`src/rmf_queue.sv`:
```
`default_nettype none

// Small register FIFO. DEPTH is a power of two, two or more.
module rmf_queue #(
   parameter int unsigned WIDTH = 8,
   parameter int unsigned DEPTH = 4
) (
   input  logic                         clock,
   input  logic                         reset,
   input  logic                         push,
   input  logic [WIDTH-1:0]             wdata,
   input  logic                         pop,
   output logic [WIDTH-1:0]             rdata,
   output logic                         full,
   output logic                         empty,
   output logic [$clog2(DEPTH+1)-1:0]   count
);

   localparam int unsigned PTR_W = $clog2(DEPTH);
   localparam int unsigned CNT_W = $clog2(DEPTH + 1);

   logic [WIDTH-1:0] slot_ff [DEPTH];
   logic [PTR_W-1:0] rd_ptr_ff, rd_ptr_in;
   logic [PTR_W-1:0] wr_ptr_ff, wr_ptr_in;
   logic [CNT_W-1:0] count_ff, count_in;
   logic             do_push, do_pop;

   assign full    = (count_ff == CNT_W'(DEPTH));
   assign empty   = (count_ff == '0);
   assign count   = count_ff;
   assign rdata   = slot_ff[rd_ptr_ff];
   assign do_push = push && !full;
   assign do_pop  = pop && !empty;

   always_comb begin
      rd_ptr_in = do_pop  ? rd_ptr_ff + 1'b1 : rd_ptr_ff;
      wr_ptr_in = do_push ? wr_ptr_ff + 1'b1 : wr_ptr_ff;
      count_in  = count_ff;
      if (do_push && !do_pop) begin
         count_in = count_ff + 1'b1;
      end else if (do_pop && !do_push) begin
         count_in = count_ff - 1'b1;
      end
   end

   always_ff @(posedge clock) begin
      if (reset) begin
         rd_ptr_ff <= '0;
         wr_ptr_ff <= '0;
         count_ff  <= '0;
      end else begin
         rd_ptr_ff <= rd_ptr_in;
         wr_ptr_ff <= wr_ptr_in;
         count_ff  <= count_in;
      end
   end

   always_ff @(posedge clock) begin
      if (do_push) begin
         slot_ff[wr_ptr_ff] <= wdata;
      end
   end

endmodule

`default_nettype wire

```
`config.mk`:
```
export PLATFORM = sky130hd
export DESIGN_NAME = rmf_queue
export DESIGN_NICKNAME = d
export VERILOG_FILES = /design/src/rmf_queue.sv
export SDC_FILE = /design/constraint.sdc
export NUM_CORES = 1
export LEC_CHECK = 0
export BUFFER_PORTS_ARGS = -buffer_cell sky130_fd_sc_hd__buf_2
export CAP_MARGIN = 5
export CORE_MARGIN = 1.5
export CORE_UTILIZATION = 40
export DETAILED_ROUTE_END_ITERATION = 10
export PLACE_DENSITY = 0.67
export SETUP_SLACK_MARGIN = 0.5
export SLEW_MARGIN = 10
export SYNTH_ARGS = -nofsm -noshare
export SYNTH_HDL_FRONTEND = slang
export SYNTH_SLANG_ARGS = --single-unit
```
`constraint.sdc`:
```
create_clock -name clock -period 2.75 [get_ports clock]
set_input_delay 0.1375 -clock clock [delete_from_list [all_inputs] [get_ports clock]]
set_output_delay 0.1375 -clock clock [all_outputs]
set_load 0.1 [all_outputs]
```
==> results of run 1 <==
==> worst max-delay path by stage <==
stage          endpoint      from
2_1_floorplan  count[2]  count[2]
3_3_place_gp   count[2]  count[1]
3_5_place_dp   count[2]  count[1]
4_1_cts        count[2]  count[1]
5_1_grt        count[2]  count[1]
6_report       count[2]  count[1]
==> final cells by class <==
cell class / count / area [um2] / share of cell area [%]
Timing Repair Buffer: 24 / 120 / 6.22
Clock buffer: 6 / 72.6 / 3.76
Multi-Input combinational cell: 42 / 480 / 24.9
Inverter: 4 / 15.0 / 0.778
Sequential cell: 41 / 1150 / 59.4
Clock inverter: 2 / 35.0 / 1.81
Tap cell: 48 / 60.1 / 3.11
==> state kept, by name, summed over array words and instances, names as in the netlist, named ones only <==
| name | count |
|---|---|
| wr_ptr_ff | 2 |
| slot_ff | 32 |
| rd_ptr_ff | 2 |
| count | 3 |
==> synthesized netlist by cell type, types with 2 or more instances <==
library cell,instances
clkbuf_1,2
edfxtp_1,32
o21ai_0,2
mux4_2,8
ha_1,5
nand2b_1,2
nor2_1,5
or3_1,2
a21oi_1,2
dfxtp_1,9
mux2i_1,2
inv_1,4
xor2_1,4
and2_1,4
==> kinds of logic after synthesis <==
| group | after synthesis | share of synthesized area (%) |
|---|---|---|
| xor+xnor | 4 | 2.16 |
| buf+inv | 7 | 1.70 |
| simple gates | 16 | 5.71 |
| flops | 41 | 70.4 |
| compound gates | 6 | 2.55 |
| fa+ha+maj | 6 | 5.10 |
| mux | 10 | 12.4 |
==> routing by layer <==
| layer | vias to the layer above | wire length [um] | part of all wire [%] |
|---|---|---|---|
| li1 | 394 | - | - |
| met1 | 418 | 1060 | 44 |
| met2 | 25 | 1220 | 51 |
| met3 | 2 | 109 | 4.5 |
| met4 | 0 | 15 | 0.62 |
| met5 | - | 0 | 0 |
==> through the flow <==
step | worst slack [ps] | area, um2
2_1_floorplan | 148 | 1660
3_3_place_gp | 761 | 1820
3_5_place_dp | 668 | 1820
4_1_cts | 650 | 1930
5_1_grt | 537 | 1930
6_report | 682 | 1930
==> metrics, run 1 <==
worst path cell trace=o31ai_2 -> ha_4 -> inv_2 -> fa_1 -> xor2_1 -> or3_1 -> a21oi_1; GR Util met2=21.4%; crit path max fanout=7; Hold WC Path Type=input pin to flop; Initial Util=43.0%; post-layout net count=136; Hold Buf Count CTS=0; register-to-register setup slack=680 ps; Arr. time, crit path=2280 ps; hold_sp=wdata[1]; RePlAce Congestion=0.747; clk sinks=41; initial antenna violation count=0; endpoints failing setup=0; Setup crit start kind=flop; Critical Path RT=2960 ps; post-synth top area cell=edfxtp_1; CTS tree=built; GR Overflow Total=0; max-cap viol count=0; DR WL/cell=14.4 um; Area growth syn-to-layout=19.2%; Slew HR=62.5%; Vias/cell=5.02; total of flip-flops plus latches after synthesis=41; CORE AREA=3770 um2; Cells on Worst Hold Path=1; DRT Pass-1 Iters=4; num ports=25; non-filler cells, final=167; YS warnings=0; final slew viol count=0; CTS Buffer Depth=2; critical path's largest stage delay=400 ps; number of gates resized after CTS=0; Cell variety after synth=21; vias in the first global route=900; DRC violations left=0; area share of the largest cell type after synthesis=59.3%; vias=839; run status=finished, final reports clean; WS Path Type=flop to flop; final worst-path cycle share=75.2%; Levels on crit path=7; Hold Fails Final Rpt=0; commonest non-fill, non-tap cell in the layout=edfxtp_1; site row count=22; Worst path slowest cell=o31ai_2; Synth async-reset ratio=0%; WP buf/inv=1; Tmin final=2070 ps; global-route wire length before repair=3930 um; Main synth FF type=edfxtp_1; Tightest Pin Transition=562 ps; post-layout util=51.2%; syn nets=108; post-synthesis cell area=1620 um2; root buf cell=clkbuf_8; Post-CTS Setup Bufs=0; Port-buffer cells=24; WHS Endpoint=slot_ff[2][1]; FILL cells=308; cts bufs inserted=5; antenna cells=0; number of enable flip-flop cells after synthesis=32; R2R depth=7; H-tree depth=2; GRT Total Usage=12.6%; Seq/Total Area, Yosys=70.4%; average cell area after synthesis=18.0 um2; ratio of cells with drive above 1 in the final layout=40.3%; Crit. End Element=flop; final WL=2400 um; gr busiest metal=met2; CP delay by family, top=adder cells; post-DP HPWL=1630 um; clock slew at reported path FFs=70 ps; Reg-to-Reg End=count[2]; die area=4440 um2; worst clock skew=5.53 ps; met1 Track Usage GR=14.5%; setup TNS=0 ps; maximum clock rate=484 MHz; RSZ-0062 raised after global routing=false; clk_lat worst skew=280 ps; ANT nets after route=0; top post-synthesis cells by area=edfxtp_1, dfxtp_1, mux4_2; highest-count cells in the layout ignoring fill and taps=edfxtp_1, buf_2, mux4_2, dfxtp_1; met3 Use GR=5.07%; maximum number of pins on one net before global-route repair=14; Post-Synthesis Cells=90; DR iter-0 viols=22; Die Height=66.6 um; dpl cells=159; Min Hold Slack=72.2 ps; Die W=66.6 um; worst r2r src=count[1]
Power of run 1 is not shown: default switching activity piles up to over one toggle a cycle in this logic, so the estimate is an artifact.
==> inputs of run 2 (changes only) <==
- PLACE_DENSITY: 0.67 -> 0.69
- clock period: 2.75 -> 1.7 ns (I/O delays scaled with it)
==> run 2 against run 1 <==
Compared with the run above: the flow now finishes with violations (negative setup slack); critical path depth grew 2; global-route usage grew 2.3 points; fmax grew 11%; utilization grew 11 points; highest routed layer unchanged.
==> metrics, run 2 (synthesis gave the netlist of run 1 again) <==
maximum clock rate=536 MHz (was 484 MHz); CTS Buffer Depth=2 (unchanged); R2R depth=9 (was 7); Crit. End Element=flop (unchanged); antenna cells=0 (unchanged); gr busiest metal=met1 (was met2); DRC violations left=0 (unchanged); commonest non-fill, non-tap cell in the layout=edfxtp_1 (unchanged); VDD IR max=1380 uV; largest register by flop count=slot_ff (unchanged); Die Height=66.6 um (unchanged); Cells on Worst Hold Path=1 (unchanged); clock slew at reported path FFs=80 ps (was 70 ps); highest-count cells in the layout ignoring fill and taps=edfxtp_1, buf_12, buf_2, buf_6, mux4_2 (was edfxtp_1, buf_2, mux4_2, dfxtp_1); GRT Total Usage=14.8% (was 12.6%); Tmin final=1870 ps (was 2070 ps); dpl cells=167 (was 159); combinational power share=53.5%; max FFs per register=32 (unchanged); cts bufs inserted=5 (unchanged); endpoints failing setup=2 (was 0); register share of total power=29.9%; DR WL/cell=16.1 um (was 14.4 um); clk_lat worst skew=290 ps (was 280 ps); Area growth syn-to-layout=44.4% (was 19.2%); vias in the first global route=911 (was 900); GR Overflow Total=0 (unchanged); met3 Use GR=3.55% (was 5.07%); Reg-to-Reg End=count[2] (unchanged); clk sinks=41 (unchanged); Tightest Pin Transition=383 ps (was 562 ps); Hold Fails Final Rpt=0 (unchanged); Port-buffer cells=24 (unchanged); Critical Path RT=1920 ps (was 2960 ps); max-cap viol count=0 (unchanged); crit path max fanout=2 (was 7); PwrDens=1970 nW/um2; Hold Buf Count CTS=0 (unchanged); Initial Util=43.0% (unchanged); root buf cell=clkbuf_8 (unchanged); worst slack, placed=-301 ps (was 668 ps); clock share of power=16.6%; DRT Pass-1 Iters=4 (unchanged); failing checks=negative setup slack; maximum number of pins on one net before global-route repair=14 (unchanged); vias=899 (was 839); Setup crit start kind=flop (unchanged); global-route wire length before repair=4710 um (was 3930 um); Vias/cell=4.94 (was 5.02); met1 Track Usage GR=21.7% (was 14.5%); register-to-register setup slack=-170 ps (was 680 ps); worst r2r src=count[0] (was count[1]); CTS tree=built (unchanged); Arr. time, crit path=2090 ps (was 2280 ps); Internal=2.69 mW; die area=4440 um2 (unchanged); ratio of cells with drive above 1 in the final layout=53.0% (was 40.3%); setup TNS=-254 ps (was 0 ps); worst clock skew=6.18 ps (was 5.53 ps); H-tree depth=2 (unchanged); WS Path Type=flop to flop (unchanged); Die W=66.6 um (unchanged); initial antenna violation count=0 (unchanged); WHS Endpoint=slot_ff[0][1] (was slot_ff[2][1]); hold_sp=wdata[1] (unchanged); RePlAce Congestion=0.738 (was 0.747); DR iter-0 viols=80 (was 22); run status=finished, violations left (was finished, final reports clean); Min Hold Slack=9.66 ps (was 72.2 ps); Net Sw Frac=41.6%; Hold WC Path Type=input pin to flop (unchanged); Slew HR=74.4% (was 62.5%); PnR worst setup slack=-167 ps (was 682 ps); non-filler cells, final=182 (was 167); num ports=25 (unchanged); post-layout net count=151 (was 136); GR Util met2=21.3% (was 21.4%); final WL=2930 um (was 2400 um); final slew viol count=0 (unchanged); post-DP HPWL=1870 um (was 1630 um); ANT nets after route=0 (unchanged); final worst-path cycle share=110% (was 75.2%); CORE AREA=3770 um2 (unchanged); Psw=1.92 mW; site row count=22 (unchanged); leakage power=0.857 nW; RSZ-0062 raised after global routing=true (was false)
run 2: area by class of cell:
| cell class | instances | area [um2] |
|---|---|---|
| inverters | 4 | 15.0 |
| clock buffers | 5 | 68.8 |
| clock inverters | 3 | 41.3 |
| flip-flops and latches | 41 | 1160 |
| multi-input cells | 42 | 529 |
| fillers | 288 | 1430 |
| well taps | 48 | 60.1 |
| repair buffers | 39 | 469 |
run 2: worst max path at each step:
stage,startpoint,to,slack [ps]
after global routing,count[0],count[2],-220
final,count[0],count[2],-170
after CTS,count[2],count[2],-170
after global placement,count[1],count[2],-190
after floorplan,count[2],count[2],-900
after detailed placement,count[1],count[2],-300
run 2: critical path, cell delays in order (launching register included):
cell     delay (ps)
dfxtp_4         370
buf_6           110
nor3b_4          50
nor2_4          140
ha_4            160
inv_2            30
fa_2            320
xor2_1          150
or3_1           320
a21oi_1         120
run 2: per-stage QoR:
| step | utilization, % | power (mW) | instance area, um2 |
|---|---|---|---|
| final | 62.0 | 4.60 | 2340 |
| after global routing | 62.0 | 4.77 | 2340 |
| after CTS | 60.8 | 4.56 | 2290 |
| after detailed placement | 50.6 | 3.17 | 1910 |
| after global placement | 50.6 | 3.14 | 1910 |
| after floorplan | - | 2.84 | 1670 |
run 2: power groups by stage:
stage	Combinational (mW)	Clock, mW	Sequential, mW
finish	2.46	0.765	1.37
global route	2.55	0.825	1.40
floorplan	1.33	0	1.51
detailed placement	1.79	0	1.38
CTS	2.40	0.784	1.38
global placement	1.77	0	1.37
run 2: timing repair:
| item | CTS | global route |
|---|---|---|
| pin swaps | 15 | 6 |
| endpoints found under the setup margin | 54 | 52 |
| gates resized for setup | 62 | 9 |
| setup buffers | 5 | 2 |
run 2: metal layers:
metal | vias up | routed length, um
li1 | 423 | -
met1 | 448 | 1300
met2 | 23 | 1450
met3 | 5 | 143
met4 | 0 | 42
met5 | - | 0
Note: power is estimated with default switching activity, not from simulation.
==> inputs of run 3 (changes only) <==
==> constraint.sdc (replaced) <==
create_clock -name clock -period 1.7 [get_ports clock]
set_input_delay 0.34 -clock clock [delete_from_list [all_inputs] [get_ports clock]]
set_output_delay 0.34 -clock clock [all_outputs]
set_load 0.1 [all_outputs]
==> run 3 against run 2 <==
Compared with the run above: the flow still finishes with violations (negative setup slack); clock skew is 1.7 ps higher; highest routed layer unchanged; via count is 6.2% higher; combinational power rose by 6%.
==> metrics, run 3 (synthesis gave the netlist of run 1 again) <==
Critical Path RT=1930 ps (was 1920 ps); setup TNS=-1720 ps (was -254 ps); Port-buffer cells=24 (unchanged); register share of total power=28.4% (was 29.9%); leakage power=0.892 nW (was 0.857 nW); RePlAce Congestion=0.730 (was 0.738); final WL=3320 um (was 2930 um); die area=4440 um2 (unchanged); DRT Pass-1 Iters=4 (unchanged); final worst-path cycle share=111% (was 110%); GRT Total Usage=16.8% (was 14.8%); endpoints failing setup=12 (was 2); post-DP HPWL=1960 um (was 1870 um); DR iter-0 viols=58 (was 80); Initial Util=43.0% (unchanged); crit path max fanout=2 (unchanged); max FFs per register=32 (unchanged); Area growth syn-to-layout=47.6% (was 44.4%); Die Height=66.6 um (unchanged); combinational power share=55.2% (was 53.5%); vias in the first global route=1048 (was 911); clk_lat worst skew=300 ps (was 290 ps); register area=1160 um2 (unchanged); Hold Fails Final Rpt=0 (unchanged); root buf cell=clkbuf_8 (unchanged); max-cap viol count=0 (unchanged); cts bufs inserted=5 (unchanged); clk sinks=41 (unchanged); GR Overflow Total=0 (unchanged); antenna cells=0 (unchanged); clock slew at reported path FFs=80 ps (about the same); num ports=25 (unchanged); DRC violations left=0 (unchanged); final slew viol count=0 (unchanged); Internal=2.71 mW (was 2.69 mW); Post-Layout Inst Area=2390 um2 (was 2340 um2); Net Sw Frac=42.3% (was 41.6%); failing checks=negative setup slack (unchanged); FILL cells=268 (was 288); PwrDens=1970 nW/um2 (about the same); clock share of power=16.4% (was 16.6%); RSZ-0062 raised after global routing=true (unchanged); Tightest Pin Transition=251 ps (was 383 ps); initial antenna violation count=0 (unchanged); VDD IR max=1570 uV (was 1380 uV); Hold WC Path Type=input pin to flop (unchanged); maximum number of pins on one net before global-route repair=14 (unchanged); CTS tree=built (unchanged); placed cell area=1980 um2 (was 1910 um2); Vias/cell=5.03 (was 4.94); largest register by flop count=slot_ff (unchanged); run status=finished, violations left (unchanged); maximum clock rate=531 MHz (was 536 MHz); Die W=66.6 um (unchanged); multi-input logic area=542 um2 (was 529 um2); Tmin final=1880 ps (was 1870 ps); Psw=1.99 mW (was 1.92 mW); non-filler cells, final=190 (was 182); worst clock skew=7.86 ps (was 6.18 ps); highest-count cells in the layout ignoring fill and taps=edfxtp_1, buf_6, buf_2, mux4_2 (was edfxtp_1, buf_12, buf_2, buf_6, mux4_2); DR WL/cell=17.5 um (was 16.1 um); global-route wire length before repair=5100 um (was 4710 um); CORE AREA=3770 um2 (unchanged); site row count=22 (unchanged); WS Path Type=flop to flop (unchanged); ANT nets after route=0 (unchanged); Setup crit start kind=flop (unchanged); commonest non-fill, non-tap cell in the layout=edfxtp_1 (unchanged); H-tree depth=2 (unchanged); Hold Buf Count CTS=0 (unchanged); CTS Buffer Depth=2 (unchanged); post-layout net count=159 (was 151); Crit. End Element=flop (unchanged); Arr. time, crit path=2110 ps (was 2090 ps); post-layout util=63.4% (was 62.0%); PnR worst setup slack=-183 ps (was -167 ps); Min Hold Slack=258 ps (was 9.66 ps); ratio of cells with drive above 1 in the final layout=57.0% (was 53.0%); dpl cells=171 (was 167); Slew HR=83.2% (was 74.4%); vias=955 (was 899)
==> run 3: timing repair <==
item	in CTS	in global routing
gates resized for setup	49	11
cloned	0	0
hold endpoints to repair	0	0
pin swaps	12	8
endpoints found under the setup margin	53	54
setup buffers	4	7
==> run 3: power by group through the flow <==
stage	clock (mW)	sequential [mW]	combinational, mW
2_1_floorplan	0	1.51	1.33
3_3_place_gp	0	1.32	1.98
3_5_place_dp	0	1.33	2.02
4_1_cts	0.782	1.33	2.42
5_1_grt	0.831	1.35	2.69
6_report	0.772	1.34	2.60
==> run 3: final timing paths <==
kind | endpoint | from | depth (start not counted) | slack, ps
worst max register to register | count[2] | count[1] | 7 | -180
worst max-delay path | count[2] | count[1] | 7 | -180
worst min-delay path | slot_ff[3][1] | wdata[1] | 1 | 260
worst min register to register | wr_ptr_ff[1] | wr_ptr_ff[1] | 2 | 520
==> run 3: routing by layer <==
metal	vias up	share of wire, %	GRT usage (%)	wire, um
li1	440	-	-	-
met1	483	38	18.2	1250
met2	24	55	29.6	1840
met3	8	4.4	6.08	146
met4	0	2.6	6.89	85
met5	-	0	0	0
==> run 3: area by class of cell <==
type	instances	share of cell area [%]
clock buffers	6	3.04
repair buffers	47	21.4
multi-input cells	42	22.7
flip-flops and latches	41	48.4
well taps	48	2.51
inverters	4	0.628
clock inverters	2	1.47
==> run 3: through the flow <==
stage	worst slack (ps)	power (mW)
finish	-183	4.70
global route	-235	4.87
CTS	-183	4.53
detailed placement	-294	3.35
global placement	-189	3.30
floorplan	-899	2.84
==> run 3: worst max-delay path, stage by stage (launching register included) <==
cell     delay, ps
dfxtp_4        360
o31ai_4        290
ha_4           180
inv_2           40
fa_2           350
xor2_1         160
or3_1          300
a21oi_1        130
