<file path="src/rmf_pkg.sv">
`default_nettype none

package rmf_pkg;

   // Field and register widths.
   localparam int unsigned CH_W    = 8;
   localparam int unsigned FW_W    = 11;
   localparam int unsigned FH_W    = 13;
   localparam int unsigned CSR_W   = 13;
   localparam int unsigned CSR_A_W = 1;

   // Input row counter runs a few rows past the frame while it drains.
   localparam int unsigned ROW_W  = 13;
   localparam int unsigned OROW_W = 12;

   localparam int unsigned HEIGHT_LIMIT = 4096;
   localparam int unsigned WIDTH_RESET  = 640;
   localparam int unsigned HEIGHT_RESET = 480;

   localparam int unsigned WIN_ROWS = 3;
   localparam int unsigned WIN_COLS = 3;
   localparam int unsigned WIN_TAPS = WIN_ROWS * WIN_COLS;

   localparam int unsigned MID_DEPTH = 4;
   localparam int unsigned OUT_DEPTH = 4;

   localparam logic [CH_W-1:0] ALPHA_OPAQUE = 8'd255;

   // Register indexes of the configuration port.
   localparam logic [CSR_A_W-1:0] CSR_FRAME_WIDTH  = 1'b0;
   localparam logic [CSR_A_W-1:0] CSR_FRAME_HEIGHT = 1'b1;

   typedef struct packed {
      logic [CH_W-1:0] red;
      logic [CH_W-1:0] green;
      logic [CH_W-1:0] blue;
   } pixel_type;

   // Per-item control decided by the front end.
   typedef struct packed {
      logic emit;
      logic last;
      logic top_skip;
      logic bot_skip;
      logic left_skip;
      logic right_skip;
   } ctl_type;

   typedef struct packed {
      pixel_type peak;
      logic      frame_end;
   } result_type;

   function automatic pixel_type pix_max(input pixel_type a, input pixel_type b);
      pixel_type m;
      m.red   = (a.red   > b.red)   ? a.red   : b.red;
      m.green = (a.green > b.green) ? a.green : b.green;
      m.blue  = (a.blue  > b.blue)  ? a.blue  : b.blue;
      return m;
   endfunction

   // Last row index of the frame in use: zero acts as one row, too many rows clamp.
   function automatic logic [OROW_W-1:0] height_last(input logic [FH_W-1:0] raw);
      if (raw == '0) begin
         return '0;
      end else if (raw > FH_W'(HEIGHT_LIMIT)) begin
         return OROW_W'(HEIGHT_LIMIT - 1);
      end else begin
         return OROW_W'(raw - 1'b1);
      end
   endfunction

endpackage

`default_nettype wire

</file>
<file path="src/rmf_front.sv">
`default_nettype none

// Front end: frame geometry, input and output position counters, and the
// per-item decision of what the window pipeline has to do.
module rmf_front #(
   parameter int unsigned MAX_WIDTH = 1024
) (
   input  logic                               clock,
   input  logic                               reset,
   input  logic                               csr_wr_en,
   input  logic [rmf_pkg::CSR_A_W-1:0]        csr_index,
   input  logic [rmf_pkg::CSR_W-1:0]          csr_data,
   input  logic                               in_accept,
   input  logic                               in_func,
   input  rmf_pkg::pixel_type                 in_pix,
   output logic                               q_push,
   output rmf_pkg::ctl_type                   q_ctl,
   output logic [$clog2(MAX_WIDTH)-1:0]       q_col,
   output rmf_pkg::pixel_type                 q_pix
);

   localparam int unsigned COL_W  = $clog2(MAX_WIDTH);
   localparam int unsigned ROW_W  = rmf_pkg::ROW_W;
   localparam int unsigned OROW_W = rmf_pkg::OROW_W;

   function automatic logic [COL_W-1:0] width_last(input logic [rmf_pkg::FW_W-1:0] raw);
      logic [31:0] wide;
      wide = 32'(raw);
      if (wide == 32'd0) begin
         return '0;
      end else if (wide > 32'(MAX_WIDTH)) begin
         return COL_W'(MAX_WIDTH - 1);
      end else begin
         return COL_W'(wide - 32'd1);
      end
   endfunction

   logic [COL_W-1:0]  w_last_ff, w_last_in;
   logic [OROW_W-1:0] h_last_ff, h_last_in;
   logic [COL_W-1:0]  in_col_ff, in_col_in;
   logic [ROW_W-1:0]  in_row_ff, in_row_in;
   logic [COL_W-1:0]  out_col_ff, out_col_in;
   logic [OROW_W-1:0] out_row_ff, out_row_in;

   logic done_in, take, col_wrap, emit, last;

   // All pixels of the frame are in once the row counter passes the last row.
   assign done_in  = (in_row_ff > ROW_W'(h_last_ff));
   // A drain before the frame is complete is dropped.
   assign take     = in_accept && !(in_func && !done_in);
   assign col_wrap = (in_col_ff == w_last_ff);
   assign emit     = (in_row_ff >= ROW_W'(2)) ||
                     ((in_row_ff == ROW_W'(1)) && !col_wrap && (in_col_ff != '0));
   assign last     = (out_row_ff == h_last_ff) && (out_col_ff == w_last_ff);

   assign q_push           = take;
   assign q_col            = in_col_ff;
   assign q_pix            = done_in ? '0 : in_pix;
   assign q_ctl.emit       = emit;
   assign q_ctl.last       = emit && last;
   assign q_ctl.top_skip   = (out_row_ff == '0);
   assign q_ctl.bot_skip   = (out_row_ff == h_last_ff);
   assign q_ctl.left_skip  = (out_col_ff == '0);
   assign q_ctl.right_skip = (out_col_ff == w_last_ff);

   always_comb begin
      w_last_in  = w_last_ff;
      h_last_in  = h_last_ff;
      in_col_in  = in_col_ff;
      in_row_in  = in_row_ff;
      out_col_in = out_col_ff;
      out_row_in = out_row_ff;
      if (csr_wr_en) begin
         case (csr_index)
            rmf_pkg::CSR_FRAME_WIDTH: begin
               w_last_in = width_last(csr_data[rmf_pkg::FW_W-1:0]);
            end
            rmf_pkg::CSR_FRAME_HEIGHT: begin
               h_last_in = rmf_pkg::height_last(csr_data[rmf_pkg::FH_W-1:0]);
            end
            default: begin
               w_last_in = w_last_ff;
            end
         endcase
         // Any register write abandons a partial frame.
         in_col_in  = '0;
         in_row_in  = '0;
         out_col_in = '0;
         out_row_in = '0;
      end else if (take) begin
         if (col_wrap) begin
            in_col_in = '0;
            in_row_in = in_row_ff + 1'b1;
         end else begin
            in_col_in = in_col_ff + 1'b1;
         end
         if (emit) begin
            if (last) begin
               in_col_in  = '0;
               in_row_in  = '0;
               out_col_in = '0;
               out_row_in = '0;
            end else if (out_col_ff == w_last_ff) begin
               out_col_in = '0;
               out_row_in = out_row_ff + 1'b1;
            end else begin
               out_col_in = out_col_ff + 1'b1;
            end
         end
      end
   end

   always_ff @(posedge clock) begin
      if (reset) begin
         w_last_ff  <= width_last(rmf_pkg::FW_W'(rmf_pkg::WIDTH_RESET));
         h_last_ff  <= rmf_pkg::height_last(rmf_pkg::FH_W'(rmf_pkg::HEIGHT_RESET));
         in_col_ff  <= '0;
         in_row_ff  <= '0;
         out_col_ff <= '0;
         out_row_ff <= '0;
      end else begin
         w_last_ff  <= w_last_in;
         h_last_ff  <= h_last_in;
         in_col_ff  <= in_col_in;
         in_row_ff  <= in_row_in;
         out_col_ff <= out_col_in;
         out_row_ff <= out_row_in;
      end
   end

endmodule

`default_nettype wire

</file>
<file path="config.mk">
export PLATFORM = sky130hd
export DESIGN_NAME = rmf_front
export DESIGN_NICKNAME = d
export VERILOG_FILES = /design/src/rmf_pkg.sv /design/src/rmf_front.sv
export SDC_FILE = /design/constraint.sdc
export NUM_CORES = 1
export LEC_CHECK = 0
export ABC_AREA = 0
export BUFFER_PORTS_ARGS = -buffer_cell sky130_fd_sc_hd__buf_2
export CORE_UTILIZATION = 56
export DETAILED_ROUTE_END_ITERATION = 8
export PLACE_DENSITY = 0.87
export SLEW_MARGIN = 20
export SYNTH_ARGS = -nofsm -noshare
export SYNTH_HDL_FRONTEND = slang
export SYNTH_SLANG_ARGS = --single-unit
</file>
<file path="constraint.sdc">
create_clock -name clock -period 2.87 [get_ports clock]
set_clock_uncertainty 0.15 [all_clocks]
set_input_delay 0.287 -clock clock [delete_from_list [all_inputs] [get_ports clock]]
set_output_delay 0.287 -clock clock [all_outputs]
set_load 0.005 [all_outputs]
</file>
==> results of run 1 <==
-- worst max-delay path by stage --
stage | startpoint | end | slack (ns) | cells past startpoint
after floorplan | h_last_ff[10] | in_row_ff[9] | 0.34 | 10
after global placement | h_last_ff[8] | out_row_ff[0] | 0.04 | 8
after detailed placement | h_last_ff[8] | out_row_ff[0] | -0.14 | 8
after CTS | h_last_ff[8] | out_row_ff[0] | -0.16 | 8
after global routing | h_last_ff[11] | q_pix[15] | -0.07 | 10
final | h_last_ff[10] | q_push | 0.07 | 8
-- cells in the mapped netlist (2+ instances only) --
master / count
a31oi_1: 2
clkbuf_1: 22
nand3_1: 30
nand2b_1: 6
nand4b_1: 2
nand3b_1: 3
nor3_1: 12
xnor2_1: 15
nor2_1: 20
nor3b_1: 6
a21oi_1: 51
a32o_1: 10
nand4_1: 13
o211ai_1: 8
buf_4: 2
buf_2: 9
and4_1: 2
inv_1: 27
or2_2: 2
a211oi_1: 2
o31ai_1: 23
nor4_2: 4
or4_1: 20
and3_1: 8
a31oi_2: 2
o21ai_0: 24
dfxtp_1: 67
a221o_1: 6
nor4_1: 15
o21a_1: 3
a21o_1: 2
nor2b_1: 27
or3_1: 6
nand2_1: 36
o21ai_1: 3
xor2_1: 27
ha_1: 22
and2_1: 3
-- sequential cells by signal, indices dropped and copies added (netlist names) --
register and flops:
h_last_ff 12, out_row_ff 12, q_col 10, out_col_ff 10, in_row_ff 13, w_last_ff 10
-- routing by layer --
metal	GRT usage [%]	wire, µm	up-vias
li1	-	-	2249
met1	36.1	5090	2196
met2	51.9	6350	200
met3	5.14	965	26
met4	12.4	301	0
met5	0	0	-
-- report_power, final --
group / total, mW / switching, mW / internal (mW)
Clock: 0.672 / 0.361 / 0.311
Sequential: 0.981 / 0.0297 / 0.951
Combinational: 0.246 / 0.136 / 0.110
Total: 1.90 / 0.527 / 1.37
-- metrics by stage --
| stage | TNS, ns | hold slack [ns] | setup slack, ns | power (mW) |
|---|---|---|---|---|
| 2_1_floorplan | 0 | 0.306 | 0.341 | 1.13 |
| 3_3_place_gp | 0 | 0.322 | 0.0383 | 1.22 |
| 3_5_place_dp | -1.40 | 0.327 | -0.142 | 1.22 |
| 4_1_cts | -1.67 | 0.117 | -0.155 | 1.88 |
| 5_1_grt | -1.19 | 0.132 | -0.0660 | 1.97 |
| 6_report | 0 | 0.121 | 0.0653 | 1.90 |
-- critical path, stage by stage, from the launching register on --
cell      delay (ns)
dfxtp_2         0.35
inv_1           0.05
ha_1            0.30
a21o_1          0.19
a211oi_4        0.28
nand2_2         0.11
o31ai_4         0.42
inv_2           0.16
buf_2           0.16
-- cell families after synthesis --
group | count (synthesis)
AOI/OAI and AO/OA | 146
xor gates and xnor gates | 42
adders and majority gates | 23
buffers and inverters | 63
DFF | 67
and+or+nand+nor | 220
-- layout make-up --
class | count | area (µm²) | share of cell area (%)
clock buffer | 13 | 139 | 2.57
clock inverter | 3 | 15.0 | 0.278
inverter | 28 | 108 | 1.99
multi-input combinational | 431 | 3040 | 56.2
sequential | 67 | 1350 | 25.0
tap | 102 | 128 | 2.36
timing repair buffer | 111 | 631 | 11.7
-- timing repair --
| action | CTS | global route |
|---|---|---|
| setup endpoints to repair | 12 | 65 |
| pin swaps | 0 | 9 |
| resized for setup | 0 | 32 |
| gates cloned | 0 | 2 |
| buffers inserted | 0 | 4 |
==> metrics.csv, run 1 <==
metric,value,unit
Post-synth EDFFs,0,
Die Area,8420,µm²
number of I/O port buffers,83,
dpl hpwl,9180,µm
Worst Path Required,2.43,ns
"commonest non-fill, non-tap cell in the layout",buf_2,
RSZ-0062 raised after global routing,yes,
worst slew pin tran,0.671,ns
Critical Path Start Type,register,
PD cells,351,nW/µm²
via count,4671,
initial core utilization,58.1,%
area of the core,7770,µm²
drt via density,6.19,
Max VDD drop,0.000306,V
DP Area,5080,µm²
1st-pass router iterations,5,
r2r setup slk,0.08,ns
Synth Area per Inst,8.04,µm²
post-synthesis mux area share,0,%
final std cells w/o fill,755,
Avg WL per Cell,16.8,µm
P_leak,2.13,nW
Yosys top cell by area,dfxtp_1,
final setup fails,0,
post-synthesis adder-cell area fraction,6.32,%
most frequent cells in the layout,"buf_2, dfxtp_1, a21oi_1",
period utilization,97.7,%
Cells after Synth,561,
DR iter-0 viols,264,
area grow syn2layout,19.9,%
Synth Area in Simple Gates,28.1,%
final hold viol count,0,
total global routing overflow,0,
ys flop type,dfxtp_1,
Synth Cell Area,4510,µm²
Nets,713,
Placer Congestion,0.924,
largest family of logic cells by synthesized area,simple AND/OR/NAND/NOR gates,
Worst Path Arrival,2.37,ns
CTS Root Cell,clkbuf_8,
Yosys top cell area share,29.7,%
die height,91.8,µm
largest net degree at the start of global routing,40,
FMAX,357,MHz
IO Pins,84,
maximum buffer depth of the clock tree,2,
global-route wire length before repair,19900,µm
DP Cell Count,733,
Clock Latency Late Sink,0.35,ns
Crit Path Class,reg2out,
gr usage total,29.8,%
Reg2Reg Depth,9,
RR Startpoint,h_last_ff[5],
Hold Path Sink,h_last_ff[0],
Crit Reg-Reg Endpoint,in_row_ff[8],
Die X,91.8,µm
clock buffer count from CTS,9,
Crit. End Element,primary output,
post-layout util,69.6,%
post-route ant nets,0,
DRC Markers,0,
CTS H-tree lvls,3,
hold-fix buffers at CTS,0,
synth unique cells,57,
initial antenna violation count,0,
CTS sink count,67,
CTS tree,built,
vias in the first global route,4148,
yosys warns,0,
Filler cells,607,
max_slew headroom,55.1,%
asr flop ratio synth,0,%
min-delay worst type,in2reg,
drt total wl,12700,µm
Slew Limit Fails,0,
status,finished clean,
"final std cell area, no fill",5410,µm²
hold depth,3,
Mapped Nets,626,
cell row count,32,
share of layout cells above drive strength 1,24.8,%
Yosys reg bits,67,
min Tclk post-route,2.80,ns
Synth Area in Compound Gates,21.8,%
register area share after synthesis,29.7,%
synth top area cells,"dfxtp_1, ha_1, a21oi_1",
Max-Cap Viols,0,
maximum fanout along the worst path,8,
Worst Hold Launch,csr_data[0],
# diodes,0,
post-synthesis xor/xnor area fraction,8.15,%
clk slew on worst S/H paths,0.07,ns
Power figures use the tool's default switching activity.
==> run 2, diff against run 1 <==
Settings changed: CTS_BUF_LIST from default to sky130_fd_sc_hd__clkbuf_16.
==> metrics.csv, run 2 (synthesized netlist as in run 1, its figures left out) <==
metric,value,unit,change
Worst Path Arrival,2.39,ns,+0.02 ns
initial core utilization,58.1,%,unchanged
largest register by flop count,in_row_ff,,
DRC Markers,0,,unchanged
clock buffer count from CTS,9,,unchanged
final setup fails,0,,unchanged
"final std cell area, no fill",5440,µm²,+0.53%
vias in the first global route,4211,,+1.5%
Worst Path Required,2.43,ns,about the same
Die X,91.8,µm,unchanged
largest net degree at the start of global routing,40,,unchanged
P_leak,2.20,nW,+3.2%
IO Pins,84,,unchanged
Slew Limit Fails,0,,unchanged
Max VDD drop,0.000327,V,+6.8%
maximum buffer depth of the clock tree,2,,unchanged
RSZ-0062 raised after global routing,yes,,
"commonest non-fill, non-tap cell in the layout",buf_2,,
Placer Congestion,0.924,,unchanged
Crit Path Class,reg2out,,
Nets,713,,unchanged
drt total wl,12800,µm,+0.98%
hold_ws,0.130,ns,+0.00893 ns
share of layout cells above drive strength 1,22.4,%,-2.5 points
total global routing overflow,0,,unchanged
Regs by FF count,"in_row_ff x13, h_last_ff x12, out_row_ff x12",,
gr usage total,30.8,%,+1.0 points
internal power,1.63,mW,+19%
area of the core,7770,µm²,unchanged
die height,91.8,µm,unchanged
# diodes,0,,unchanged
Clock Latency Late Sink,0.34,ns,about the same
period utilization,98.6,%,+0.84 points
maximum fanout along the worst path,8,,unchanged
DP Cell Count,733,,unchanged
Net Switching,0.567,mW,+7.5%
Max-Cap Viols,0,,unchanged
via count,4631,,-0.86%
Crit. End Element,primary output,,
cell row count,32,,unchanged
dpl ws,-0.142,ns,unchanged
min-delay worst type,in2reg,,
number of I/O port buffers,83,,unchanged
status,finished clean,,
global-route wire length before repair,20400,µm,+2.4%
most frequent cells in the layout,"buf_2, dfxtp_1, a21oi_1",,
Avg WL per Cell,17.0,µm,+0.98%
post-route ant nets,0,,unchanged
Gate power share,11.1,%,-1.9 points
area grow syn2layout,20.5,%,
drt via density,6.13,,-0.86%
max_slew headroom,54.6,%,-0.50 points
CTS sink count,67,,unchanged
Die Area,8420,µm²,unchanged
final setup margin,0.0411,ns,-0.0242 ns
DR iter-0 viols,302,,+14%
post-layout util,70.0,%,+0.37 points
initial antenna violation count,0,,unchanged
min Tclk post-route,2.83,ns,+0.0242 ns
switch share,25.8,%,-1.9 points
final hold viol count,0,,unchanged
DP Area,5080,µm²,unchanged
number of flip-flops in the largest register,13,,unchanged
Critical Path Start Type,register,,
PD cells,403,nW/µm²,+15%
dpl hpwl,9180,µm,unchanged
FMAX,353,MHz,-0.86%
final std cells w/o fill,755,,unchanged
worst slew pin tran,0.678,ns,+0.00750 ns
CTS Root Cell,clkbuf_16,,
clk slew on worst S/H paths,0.05,ns,-0.02 ns
CTS H-tree lvls,3,,unchanged
1st-pass router iterations,5,,unchanged
Seq pwr share,44.7,%,-6.9 points
CTS tree,built,,
clock share of power,44.2,%,+8.8 points
Filler cells,604,,-0.49%
[run 2: cell types whose count changed in the layout (fill, tap and decap cells not counted), moves of 3 or more]
cell       change
clkbuf_1       -4
clkbuf_16      +9
clkbuf_8       -9
dfxtp_1        +7
dfxtp_2        -7
ha_1           +4
ha_4           -4
inv_1          +7
inv_2          -3
[run 2: metal layers]
layer  track usage [%]  up-vias  share of wire (%)
met5                 0        -                  0
met2              53.5      192                 49
met4              14.6        0                3.1
met3              4.39       36                6.6
li1                  -     2257                  -
met1              37.3     2146                 41
[run 2: stage by stage]
step / TNS, ns / power (mW)
2_1_floorplan: 0 / 1.13
3_3_place_gp: 0 / 1.22
5_1_grt: -0.603 / 2.26
6_report: 0 / 2.19
4_1_cts: 0 / 2.18
3_5_place_dp: -1.40 / 1.22
[run 2: power by group through the flow]
| stage | combinational, mW | sequential, mW | clock, mW |
|---|---|---|---|
| global placement | 0.219 | 0.997 | 0 |
| finish | 0.244 | 0.981 | 0.969 |
| CTS | 0.230 | 0.978 | 0.972 |
| floorplan | 0.141 | 0.988 | 0 |
| detailed placement | 0.226 | 0.998 | 0 |
| global route | 0.268 | 0.981 | 1.02 |
[run 2: final cells by class]
cell class                 instances  area, µm²  share of cell area [%]
clock buffer                       9        225                    4.14
multi-input combinational        431       2980                    54.7
inverter                          28        108                    1.98
timing repair buffer             111        629                    11.6
tap                              102        128                    2.35
clock inverter                     7       30.0                   0.552
sequential                        67       1340                    24.7
[run 2: repair_timing]
| action | in CTS | in global routing |
|---|---|---|
| pin swaps | 1 | 7 |
| hold buffers | 0 | 0 |
| gates resized for setup | 5 | 8 |
| cloned | 0 | 1 |
| buffers inserted | 1 | 4 |
| setup endpoints to repair | 12 | 62 |
[run 2: worst paths after layout]
check | start | endpoint | slack, ns | cells past startpoint
worst min register to register | h_last_ff[5] | h_last_ff[5] | 0.33 | 2
worst max register to register | h_last_ff[11] | in_row_ff[8] | 0.06 | 10
worst min-delay path | csr_data[0] | h_last_ff[0] | 0.13 | 3
worst max-delay path | h_last_ff[10] | q_push | 0.04 | 8
[run 2: critical path: stages (launching register included)]
cell and delay [ns]:
dfxtp_1 0.37, inv_1 0.06, ha_1 0.31, a21o_1 0.19, a211oi_2 0.34, nand2_1 0.15
o31ai_4 0.32, inv_2 0.14, buf_2 0.15
==> run 3, diff against run 2 <==
Settings changed: REMOVE_ABC_BUFFERS from default to 1.
==> metrics.csv, run 3 (synthesized netlist as in run 1, its figures left out) <==
metric,value,unit,change
P_leak,2.24,nW,+1.7%
Clock Latency Late Sink,0.34,ns,about the same
largest net degree at the start of global routing,58,,+45%
maximum fanout along the worst path,5,,-3
hold_ws,0.137,ns,+0.00635 ns
drt total wl,13500,µm,+5.3%
clk slew on worst S/H paths,0.06,ns,about the same
die height,91.8,µm,unchanged
cell row count,32,,unchanged
largest register by flop count,in_row_ff,,
Crit. End Element,primary output,,
final std cells w/o fill,765,,+1.3%
Worst Path Arrival,2.41,ns,+0.02 ns
final setup fails,0,,unchanged
FMAX,352,MHz,-0.53%
Critical Path Start Type,register,,
Max-Cap Viols,0,,unchanged
area of the core,7770,µm²,unchanged
dpl hpwl,9030,µm,-1.6%
Avg WL per Cell,17.6,µm,+3.9%
Die X,91.8,µm,unchanged
CTS tree,built,,
drt via density,6.39,,+4.2%
# diodes,0,,unchanged
status,finished clean,,
switch share,25.9,%,+0.098 points
CP Cell Sequence,"inv_1, ha_4, a21o_1, a211oi_2, nand2_1, o31ai_4, clkinvlp_4, buf_6",,
number of I/O port buffers,83,,unchanged
total global routing overflow,0,,unchanged
number of flip-flops in the largest register,13,,unchanged
Die Area,8420,µm²,unchanged
Crit-path slowest cell,o31ai_4,,
share of layout cells above drive strength 1,25.8,%,+3.4 points
initial core utilization,58.1,%,unchanged
area grow syn2layout,24.3,%,
final hold viol count,0,,unchanged
Placer Congestion,1.03,,+11%
DP Area,5130,µm²,+1.0%
CTS H-tree lvls,3,,unchanged
Worst Path Required,2.43,ns,about the same
vias in the first global route,4340,,+3.1%
setup TNS,0,ns,unchanged
hold-fix buffers at CTS,0,,unchanged
worst slew pin tran,0.781,ns,+0.103 ns
gr usage total,31.1,%,+0.39 points
Net Switching,0.611,mW,+7.9%
post-layout util,72.2,%,+2.2 points
Crit Path Class,reg2out,,
DR iter-0 viols,474,,+57%
1st-pass router iterations,5,,unchanged
min Tclk post-route,2.84,ns,+0.0151 ns
Max VDD drop,0.000353,V,+8.0%
Filler cells,571,,-5.5%
DRC Markers,0,,unchanged
global-route wire length before repair,21100,µm,+3.4%
"commonest non-fill, non-tap cell in the layout",buf_2,,
Regs by FF count,"in_row_ff x13, h_last_ff x12, out_row_ff x12",,
internal power,1.75,mW,+7.3%
max_slew headroom,47.7,%,-6.9 points
biggest cell delay along the critical path,0.46,ns,+0.09 ns
clock buffer count from CTS,9,,unchanged
initial antenna violation count,0,,unchanged
post-route ant nets,0,,unchanged
PD cells,420,nW/µm²,+4.1%
min-delay worst type,in2reg,,
maximum buffer depth of the clock tree,2,,unchanged
via count,4888,,+5.5%
most frequent cells in the layout,"buf_2, dfxtp_1, a21oi_1",,
Slew Limit Fails,0,,unchanged
CTS sink count,67,,unchanged
clock share of power,47.5,%,+3.3 points
DP Cell Count,740,,+0.95%
Gate power share,11.1,%,about the same
"final std cell area, no fill",5610,µm²,+3.2%
CTS Root Cell,clkbuf_16,,
Seq pwr share,41.4,%,-3.3 points
period utilization,99.1,%,+0.53 points
IO Pins,84,,unchanged
Nets,723,,+1.4%
[run 3: cell types whose count changed in the layout (fill, tap and decap cells not counted), moves of 2 or more]
cell and delta:
buf_4 +9, dfxtp_1 -6, dfxtp_2 +6, inv_1 -4, clkinv_4 +3, clkinvlp_4 +3
ha_1 -3, ha_4 +3, clkinv_2 -2
[run 3: timing repair]
| action | in CTS | in global routing |
|---|---|---|
| endpoints found under the hold margin | 0 | 0 |
| buffers inserted | 3 | 5 |
| pin swaps | 2 | 12 |
| cloned | 1 | 0 |
| resized for setup | 8 | 17 |
| setup endpoints to repair | 31 | 66 |
[run 3: metrics by stage]
step / worst slack, ns / power (mW)
5_1_grt: -0.0464 / 2.43
4_1_cts: 0.0410 / 2.34
2_1_floorplan: -1.53 / 1.11
6_report: 0.0260 / 2.36
3_3_place_gp: -0.0160 / 1.22
3_5_place_dp: -0.188 / 1.23
[run 3: worst max-delay path: cells and delay by family, from the launching register on]
kind                     cells  cell delay, ns
adder cells (fa/ha/maj)      1            0.22
flip-flops                   1            0.36
AND/OR/NAND/NOR              1            0.14
buffers and inverters        3            0.46
AO/OA/AOI/OAI                3            0.90
[run 3: power by group through the flow]
stage          clock network, mW  registers, mW  logic [mW]
2_1_floorplan                  0          0.988       0.127
3_3_place_gp                   0          0.993       0.225
3_5_place_dp                   0          0.994       0.233
4_1_cts                     1.13          0.974       0.244
5_1_grt                     1.17          0.976       0.288
6_report                    1.12          0.975       0.261
[run 3: worst paths after layout]
| kind | slack [ns] | cells past startpoint | startpoint | endpoint |
|---|---|---|---|---|
| worst max-delay path | 0.03 | 8 | h_last_ff[10] | q_push |
| worst min-delay path | 0.14 | 3 | csr_data[0] | h_last_ff[0] |
| worst max register to register | 0.10 | 11 | h_last_ff[10] | q_col[1] |
| worst min register to register | 0.36 | 2 | h_last_ff[8] | h_last_ff[8] |
[run 3: cell type report]
type	count	area (µm²)	share of cell area (%)
flip-flops and latches	67	1350	24.0
multi-input cells	431	3000	53.4
repair inverters	1	7.51	0.134
well taps	102	128	2.27
clock inverters	7	77.6	1.38
repair buffers	120	716	12.8
clock buffers	9	225	4.01
inverters	28	111	1.98
[run 3: layer usage]
layer / wire length, µm / GRT usage, % / vias to the layer above
met5: 0 / 0 / -
met4: 494 / 14.2 / 0
met3: 1000 / 6.38 / 62
met2: 6380 / 50.0 / 263
met1: 5620 / 40.2 / 2289
li1: - / - / 2274
